--- src/rtl/core/ist_pkg.sv ---
// Package for the indentation normalizer: character codes, field widths and the
// command record that the front hands to the back through the queue.
// No dependencies.
package ist_pkg;

  // Character codes that the front classifies.
  localparam logic [7:0] ChTab   = 8'h09;
  localparam logic [7:0] ChLf    = 8'h0A;
  localparam logic [7:0] ChCr    = 8'h0D;
  localparam logic [7:0] ChSpace = 8'h20;

  // Widths fixed by the stream format and the deepest allowed indentation.
  localparam int unsigned ByteW   = 8;
  localparam int unsigned SpaceW  = 8;
  localparam int unsigned TabCntW = 6;

  // Defaults for the top-level parameters.
  localparam int unsigned MaxTabsDef    = 63;
  localparam int unsigned QueueDepthDef = 4;

  // One command: an error beat, or a run of tabs followed by an optional byte.
  typedef struct packed {
    logic               err;
    logic [TabCntW-1:0] tabs;
    logic               emit;
    logic [ByteW-1:0]   data;
  } ist_cmd_t;

endpackage

--- src/rtl/core/ist_front.sv ---
// Front of the indentation normalizer: tracks line-start state and the space
// count, and turns accepted bytes that give output into queue commands. Uses ist_pkg.
module ist_front import ist_pkg::*; #(
  parameter int unsigned MaxTabs = MaxTabsDef
) (
  input  logic             clk_i,
  input  logic             rst_ni,
  input  logic             in_valid_i,
  output logic             in_stall_o,
  input  logic [ByteW-1:0] text_byte_i,
  input  logic             end_of_text_i,
  output logic             push_o,
  output ist_cmd_t         cmd_o,
  input  logic             full_i
);

  // Largest space count that still maps onto whole tabs.
  localparam logic [SpaceW-1:0] Limit = SpaceW'(4 * MaxTabs);

  logic              at_line_start_q, at_line_start_d;
  logic [SpaceW-1:0] space_count_q, space_count_d;
  logic              error_hold_q, error_hold_d;
  logic              accept;
  logic              want_push;

  assign in_stall_o = full_i;
  assign accept     = in_valid_i && !full_i;
  assign push_o     = accept && want_push;

  // Classify the byte and work out the next line state.
  always_comb begin
    logic              als;
    logic [SpaceW-1:0] sc;
    logic              err;
    als       = at_line_start_q;
    sc        = space_count_q;
    err       = 1'b0;
    cmd_o     = '0;
    cmd_o.data = text_byte_i;
    want_push = 1'b0;
    at_line_start_d = at_line_start_q;
    space_count_d   = space_count_q;
    error_hold_d    = error_hold_q;

    if (!error_hold_q) begin
      // The first byte that is neither tab nor space closes the indentation.
      if (als && text_byte_i != ChTab && text_byte_i != ChSpace) begin
        als = 1'b0;
        if (sc[1:0] != 2'b00 || sc > Limit) begin
          err = 1'b1;
        end else begin
          cmd_o.tabs = sc[SpaceW-1:2];
          sc = '0;
        end
      end
      if (err) begin
        cmd_o.err = 1'b1;
      end else begin
        if (text_byte_i == ChLf) begin
          als = 1'b1;
        end
        if (text_byte_i != ChCr) begin
          if (als && text_byte_i == ChSpace) begin
            if (sc <= Limit) begin
              sc = SpaceW'(sc + 1'b1);
            end
          end else begin
            cmd_o.emit = 1'b1;
          end
        end
      end
      want_push       = err || cmd_o.emit || (cmd_o.tabs != '0);
      at_line_start_d = als;
      space_count_d   = sc;
      error_hold_d    = err;
    end

    // The last byte of a text always returns the state to reset.
    if (end_of_text_i) begin
      at_line_start_d = 1'b1;
      space_count_d   = '0;
      error_hold_d    = 1'b0;
    end
  end

  // Line state registers, updated once per accepted beat.
  always_ff @(posedge clk_i or negedge rst_ni) begin
    if (!rst_ni) begin
      at_line_start_q <= 1'b1;
      space_count_q   <= '0;
      error_hold_q    <= 1'b0;
    end else if (accept) begin
      at_line_start_q <= at_line_start_d;
      space_count_q   <= space_count_d;
      error_hold_q    <= error_hold_d;
    end
  end

  // Once an error is held, no byte may produce another command.
  a_no_push_in_hold: assert property (@(posedge clk_i) disable iff (!rst_ni)
    error_hold_q |-> !push_o)
    else $error("command pushed while an error is held");

endmodule

--- src/rtl/core/ist_fifo.sv ---
// Short command queue between front and back of the indentation normalizer.
// Register-based circular buffer. Uses ist_pkg.
module ist_fifo import ist_pkg::*; #(
  parameter int unsigned Depth = QueueDepthDef
) (
  input  logic     clk_i,
  input  logic     rst_ni,
  input  logic     push_i,
  input  ist_cmd_t cmd_i,
  output logic     full_o,
  input  logic     pop_i,
  output ist_cmd_t cmd_o,
  output logic     valid_o
);

  localparam int unsigned PtrW = (Depth > 1) ? $clog2(Depth) : 1;
  localparam int unsigned CntW = $clog2(Depth + 1);

  ist_cmd_t        mem_q [Depth];
  logic [PtrW-1:0] wr_ptr_q, wr_ptr_d;
  logic [PtrW-1:0] rd_ptr_q, rd_ptr_d;
  logic [CntW-1:0] count_q, count_d;
  logic            do_push, do_pop;

  assign full_o  = (count_q == CntW'(Depth));
  assign valid_o = (count_q != '0);
  assign cmd_o   = mem_q[rd_ptr_q];
  assign do_push = push_i && !full_o;
  assign do_pop  = pop_i && valid_o;

  // Pointer and fill count bookkeeping.
  always_comb begin
    wr_ptr_d = wr_ptr_q;
    rd_ptr_d = rd_ptr_q;
    count_d  = count_q;
    if (do_push) begin
      wr_ptr_d = (wr_ptr_q == PtrW'(Depth - 1)) ? '0 : PtrW'(wr_ptr_q + 1'b1);
    end
    if (do_pop) begin
      rd_ptr_d = (rd_ptr_q == PtrW'(Depth - 1)) ? '0 : PtrW'(rd_ptr_q + 1'b1);
    end
    if (do_push && !do_pop) begin
      count_d = CntW'(count_q + 1'b1);
    end else if (do_pop && !do_push) begin
      count_d = CntW'(count_q - 1'b1);
    end
  end

  always_ff @(posedge clk_i or negedge rst_ni) begin
    if (!rst_ni) begin
      wr_ptr_q <= '0;
      rd_ptr_q <= '0;
      count_q  <= '0;
    end else begin
      wr_ptr_q <= wr_ptr_d;
      rd_ptr_q <= rd_ptr_d;
      count_q  <= count_d;
    end
  end

  // Entry storage carries payload only.
  always_ff @(posedge clk_i) begin
    if (do_push) begin
      mem_q[wr_ptr_q] <= cmd_i;
    end
  end

  // The fill count never exceeds the queue depth.
  a_count_bound: assert property (@(posedge clk_i) disable iff (!rst_ni)
    count_q <= CntW'(Depth))
    else $error("queue fill count out of range");

endmodule

--- src/rtl/core/ist_back.sv ---
// Back of the indentation normalizer: expands the command at the queue head into output
// beats, one per cycle while not stalled, into an output register. Uses ist_pkg.
module ist_back import ist_pkg::*; (
  input  logic             clk_i,
  input  logic             rst_ni,
  input  logic             cmd_valid_i,
  input  ist_cmd_t         cmd_i,
  output logic             pop_o,
  output logic             out_valid_o,
  input  logic             out_stall_i,
  output logic [ByteW-1:0] out_byte_o,
  output logic             format_error_o,
  output logic             last_of_run_o
);

  logic               out_valid_q, out_valid_d;
  logic [ByteW-1:0]   out_byte_q, out_byte_d;
  logic               format_error_q, format_error_d;
  logic               last_of_run_q, last_of_run_d;
  logic [TabCntW-1:0] tab_idx_q, tab_idx_d;
  logic               load;

  // A new beat is formed whenever a command waits and the output register is free or draining.
  assign load = cmd_valid_i && (!out_valid_q || !out_stall_i);

  always_comb begin
    out_byte_d     = out_byte_q;
    format_error_d = format_error_q;
    last_of_run_d  = last_of_run_q;
    tab_idx_d      = tab_idx_q;
    pop_o          = 1'b0;
    out_valid_d    = out_valid_q && out_stall_i;
    if (load) begin
      out_valid_d = 1'b1;
      if (cmd_i.err) begin
        out_byte_d     = '0;
        format_error_d = 1'b1;
        last_of_run_d  = 1'b1;
      end else if (tab_idx_q < cmd_i.tabs) begin
        out_byte_d     = ChTab;
        format_error_d = 1'b0;
        last_of_run_d  = (TabCntW'(tab_idx_q + 1'b1) == cmd_i.tabs) && !cmd_i.emit;
      end else begin
        out_byte_d     = cmd_i.data;
        format_error_d = 1'b0;
        last_of_run_d  = 1'b1;
      end
      // The last beat of a command retires it from the queue.
      if (last_of_run_d) begin
        pop_o     = 1'b1;
        tab_idx_d = '0;
      end else begin
        tab_idx_d = TabCntW'(tab_idx_q + 1'b1);
      end
    end
  end

  always_ff @(posedge clk_i or negedge rst_ni) begin
    if (!rst_ni) begin
      out_valid_q <= 1'b0;
      tab_idx_q   <= '0;
    end else begin
      out_valid_q <= out_valid_d;
      tab_idx_q   <= tab_idx_d;
    end
  end

  // Output payload register.
  always_ff @(posedge clk_i) begin
    out_byte_q     <= out_byte_d;
    format_error_q <= format_error_d;
    last_of_run_q  <= last_of_run_d;
  end

  assign out_valid_o    = out_valid_q;
  assign out_byte_o     = out_byte_q;
  assign format_error_o = format_error_q;
  assign last_of_run_o  = last_of_run_q;

  // A partly expanded command never runs past its tab count; it sits at the
  // count only while the trailing byte is still to be sent.
  a_tab_idx_range: assert property (@(posedge clk_i) disable iff (!rst_ni)
    (cmd_valid_i && !cmd_i.err && tab_idx_q != '0) |-> (tab_idx_q <= cmd_i.tabs))
    else $error("tab index ran past the command's tab count");

  // An error beat always closes its item.
  a_err_is_last: assert property (@(posedge clk_i) disable iff (!rst_ni)
    (out_valid_o && format_error_o) |-> last_of_run_o)
    else $error("error beat not marked as last of run");

  // The tab index only advances while the queue head is present.
  a_idx_needs_cmd: assert property (@(posedge clk_i) disable iff (!rst_ni)
    (!cmd_valid_i) |=> (tab_idx_q == $past(tab_idx_q)))
    else $error("tab index moved without a command");

endmodule

--- src/rtl/core/indent_spaces_to_tabs.sv ---
// Indentation normalizer top level: front (classify), command queue, back (expand).
// Path: an accepted byte's command is registered in the queue, then its beats in the output register.
// Throughput: one byte per cycle while each byte gives at most one beat and the output
// does not stall; a byte that closes an indentation of k tabs keeps the back busy for k
// tab beats, plus its own byte if emitted, and the queue (QueueDepth commands) absorbs that until the input stalls.
// Reset: at line start, no spaces counted, no error held, queue and output empty.
module indent_spaces_to_tabs import ist_pkg::*; #(
  parameter int unsigned MaxTabs    = MaxTabsDef,
  parameter int unsigned QueueDepth = QueueDepthDef
) (
  input  logic             clk_i,
  input  logic             rst_ni,
  input  logic             in_valid_i,
  output logic             in_stall_o,
  input  logic [ByteW-1:0] text_byte_i,
  input  logic             end_of_text_i,
  output logic             out_valid_o,
  input  logic             out_stall_i,
  output logic [ByteW-1:0] out_byte_o,
  output logic             format_error_o,
  output logic             last_of_run_o
);

  logic     push;
  logic     full;
  logic     pop;
  logic     head_valid;
  ist_cmd_t push_cmd;
  ist_cmd_t head_cmd;

  ist_front #(
    .MaxTabs(MaxTabs)
  ) u_front (
    .clk_i        (clk_i),
    .rst_ni       (rst_ni),
    .in_valid_i   (in_valid_i),
    .in_stall_o   (in_stall_o),
    .text_byte_i  (text_byte_i),
    .end_of_text_i(end_of_text_i),
    .push_o       (push),
    .cmd_o        (push_cmd),
    .full_i       (full)
  );

  ist_fifo #(
    .Depth(QueueDepth)
  ) u_fifo (
    .clk_i  (clk_i),
    .rst_ni (rst_ni),
    .push_i (push),
    .cmd_i  (push_cmd),
    .full_o (full),
    .pop_i  (pop),
    .cmd_o  (head_cmd),
    .valid_o(head_valid)
  );

  ist_back u_back (
    .clk_i         (clk_i),
    .rst_ni        (rst_ni),
    .cmd_valid_i   (head_valid),
    .cmd_i         (head_cmd),
    .pop_o         (pop),
    .out_valid_o   (out_valid_o),
    .out_stall_i   (out_stall_i),
    .out_byte_o    (out_byte_o),
    .format_error_o(format_error_o),
    .last_of_run_o (last_of_run_o)
  );

endmodule

--- config.mk ---
export PLATFORM = sky130hd
export DESIGN_NAME = indent_spaces_to_tabs
export DESIGN_NICKNAME = d
export VERILOG_FILES = /design/src/rtl/core/ist_pkg.sv /design/src/rtl/core/ist_front.sv /design/src/rtl/core/ist_fifo.sv /design/src/rtl/core/ist_back.sv /design/src/rtl/core/indent_spaces_to_tabs.sv
export SDC_FILE = /design/constraint.sdc
export NUM_CORES = 1
export LEC_CHECK = 0
export BUFFER_PORTS_ARGS = -buffer_cell sky130_fd_sc_hd__clkbuf_2
export CAP_MARGIN = 10
export CORE_MARGIN = 5
export CORE_UTILIZATION = 40
export DETAILED_ROUTE_END_ITERATION = 7
export PLACE_DENSITY = 0.55
export SLEW_MARGIN = 20
export SYNTH_ARGS = -nofsm -noshare
export SYNTH_HDL_FRONTEND = slang
export SYNTH_SLANG_ARGS = --single-unit
--- constraint.sdc ---
create_clock -name clk_i -period 7.74 [get_ports clk_i]
set_input_delay 1.161 -clock clk_i [delete_from_list [all_inputs] [get_ports clk_i]]
set_output_delay 1.161 -clock clk_i [all_outputs]
set_load 0.02 [all_outputs]
==> flow_metrics.tcl <==
set metrics [dict create \
    clk_pin_slew_ns 0.07 \
    area_delta_synth_final_pct 13.21 \
    htreeDepth 3 \
    hold_violations 0 \
    numCtsBuffers 9 \
    cap_violations 0 \
    post-route-period-util 0.4950 \
    power.total_mw 1.809 \
    yosys-top-cells-area "edfxtp_1, dfrtp_1, mux4_2" \
    path_class "reg2reg" \
    cp.arrival_ns 4.09 \
    wire_per_inst_um 17.50 \
    grt_overflow 0 \
    wl_mm 8.472 \
    dr.pass1.iters 4 \
    num_rows 39 \
    syn_area_um2 4564 \
    vias 2587 \
    die_w_um 116.8 \
    dieArea_um2 13650 \
    clkPwrFrac 0.283 \
    layout_setup_ws_ns 3.909 \
    synth_nets 339 \
    swShare 0.3127 \
    synth_edf_count 74 \
    drt_iter0_drc 193 \
    synth-seq-cells 98 \
    avgSynthCellArea_um2 14.72 \
    drive_above_1_share 0.2023 \
    leakage_nw 1.957 \
    fin_util 0.4565 \
    cts_resized 0 \
    crit_fanout 19 \
    grt_pass1_vias 2612 \
    ant_nets 0 \
    dpl_worst_slack_ns 3.502 \
    pwr-share-comb 0.285 \
    min_period_ns 3.831 \
    drv_slew 0 \
    synth_top_area_cell "edfxtp_1" \
    ys_types 60 \
    portBuffers 24 \
    grt_pass1_wl_mm 13.83 \
    worst_clock_skew_ns 0.005277 \
    dieHeight_um 116.8 \
    async_flop_share 0.2449 \
    yosys.area.top_type_share 0.4868 \
    antenna_cells 0 \
    p_int_mw 1.243 \
    cts_tree "yes" \
    cts_hold_repair.buffers 0 \
    fin_tns_setup_ns 0 \
    power_frac_seq 0.432 \
    via_per_inst 5.345 \
    core-area_um2 11320 \
    clkLatencyLatePin_ns 0.34 \
    grt_setup_unrepaired "no" \
    end_kind "register" \
    layout_commonest_cell "edfxtp_1" \
    io_pins 25 \
    postSynthCellCount 310 \
    p_sw_mw 0.5656 \
    start_util 0.4032 \
    ys_seq_area_frac 0.6187 \
    post_cts_buffers 0 \
    status "finished, final reports clean" \
    track_usage 0.1361 \
    drcViolationCount 0 \
    required_ns 8.00 \
    final_cell_mix "edfxtp_1, clkbuf_2, dfrtp_1" \
    tightest_slew_ns 0.9032 \
    p_per_area_nw_per_um2 350.0 \
    grt_max_degree 25 \
    numClockSinks 98 \
    setup_viol 0 \
    routabilityCongestion 0.8512 \
    antenna_found_initial 0 \
    fmax_ghz 0.2610 \
    layout.nets 365 \
    slew_headroom 0.3942 \
    dp_hpwl_mm 5.842 \
    yosys_most_used_dff "edfxtp_1" \
    cts_root_buf "clkbuf_16" \
    clock_path_buffers 2 \
    hp-class "reg2reg" \
    ir_drop_v 0.0001894 \
    yosys_warnings 0 \
    startpoint_type "register" \
]
-- worst max-delay path, cell delays in order, from the launching register on --
cell     delay [ns]
dfrtp_2        0.75
mux4_2         0.61
inv_1          0.08
ha_1           0.21
nor2b_1        0.13
o21a_1         0.16
o21ai_0        0.17
a21oi_1        0.26
o21ai_2        0.30
ha_1           0.22
inv_1          0.06
fa_1           0.37
xor2_1         0.17
nor2_1         0.11
xor2_1         0.17
-- cell usage after synthesis, types with 2 or more instances --
cell type	n
edfxtp_1	74
dfrtp_1	23
inv_1	20
nand2_1	19
ha_1	15
a21oi_1	13
mux4_2	13
nor2_1	12
and2_1	8
and3_1	8
nor3_1	8
o21ai_1	8
clkbuf_1	6
nand3_1	6
xnor2_1	6
xor2_1	6
mux2_1	4
o21ai_0	4
o31ai_1	4
mux4_1	3
or3_1	3
a31oi_1	2
buf_6	2
nand2b_1	2
nor2b_1	2
nor3b_1	2
nor4bb_1	2
o31ai_2	2
or3_4	2
-- worst paths after layout --
| path | start | endpoint | slack (ns) | cells after the start |
|---|---|---|---|---|
| max | u_fifo.rd_ptr_q[0]$_DFFE_PN0P_ | u_fifo.count_q[2]$_DFFE_PN0P_ | 3.91 | 14 |
| min in group asynchronous | rst_ni | u_back.tab_idx_q[0]$_DFFE_PN0P_ | 0.84 | 1 |
| max reg2reg | u_fifo.rd_ptr_q[0]$_DFFE_PN0P_ | u_fifo.count_q[2]$_DFFE_PN0P_ | 3.91 | 14 |
| min reg2reg | u_fifo.count_q[2]$_DFFE_PN0P_ | u_fifo.count_q[2]$_DFFE_PN0P_ | 0.50 | 1 |
| min | u_fifo.count_q[2]$_DFFE_PN0P_ | u_fifo.count_q[2]$_DFFE_PN0P_ | 0.50 | 1 |
| max in group asynchronous | rst_ni | u_fifo.rd_ptr_q[0]$_DFFE_PN0P_ | 6.40 | 1 |
-- metrics by stage --
stage          hold slack [ns]  cell area, um2  instances
3_5_place_dp            0.4852            4817        468
2_1_floorplan           0.4560            4564        310
6_report                0.4958            5167        484
4_1_cts                 0.4955            5166        484
5_1_grt                 0.5293            5167        484
3_3_place_gp            0.4769            4817        468
-- sequential cells by signal, indices dropped and copies added, names as in the netlist --
| signal | cells |
|---|---|
| u_fifo.mem_q | 64 |
| u_back.last_of_run_o | 1 |
| u_front.space_count_q | 8 |
| u_fifo.rd_ptr_q | 2 |
| u_fifo.wr_ptr_q | 2 |
| u_back.out_byte_o | 8 |
| u_front.at_line_start_q | 1 |
| u_front.error_hold_q | 1 |
| u_back.format_error_o | 1 |
| u_back.tab_idx_q | 6 |
| u_fifo.count_q | 3 |
| u_back.out_valid_o | 1 |
-- kinds of logic after synthesis --
group                    share of synthesized area
flip-flops                                  0.6187
AND/OR/NAND/NOR                             0.1083
AO/OA/AOI/OAI                              0.07237
buffers and inverters                      0.02823
multiplexers                               0.09375
adder cells (fa/ha/maj)                    0.04550
XOR/XNOR                                   0.03317
-- per-layer routing --
layer	wire (um)	GRT usage	vias to the layer above
li1	-	-	1233
met1	3807	0.1771	1269
met2	4139	0.2222	80
met3	444	0.04267	5
met4	80	0.03670	0
met5	0	0	-
-- final cells by class --
cell class	instances	area, um2
Timing Repair Buffer	25	127.6
Multi-Input combinational cell	182	1612
Tap cell	143	178.9
Inverter	20	75.07
Clock buffer	9	225.2
Clock inverter	7	123.9
Fill cell	1031	6153
Sequential cell	98	2825
-- power by group through the flow --
stage	Sequential [mW]	Clock, mW	Combinational (mW)
2_1_floorplan	0.768	0	0.415
3_5_place_dp	0.797	0	0.525
4_1_cts	0.787	0.526	0.529
5_1_grt	0.799	0.550	0.576
3_3_place_gp	0.793	0	0.518
6_report	0.781	0.512	0.516
Note: power is estimated with default switching activity, not from simulation.
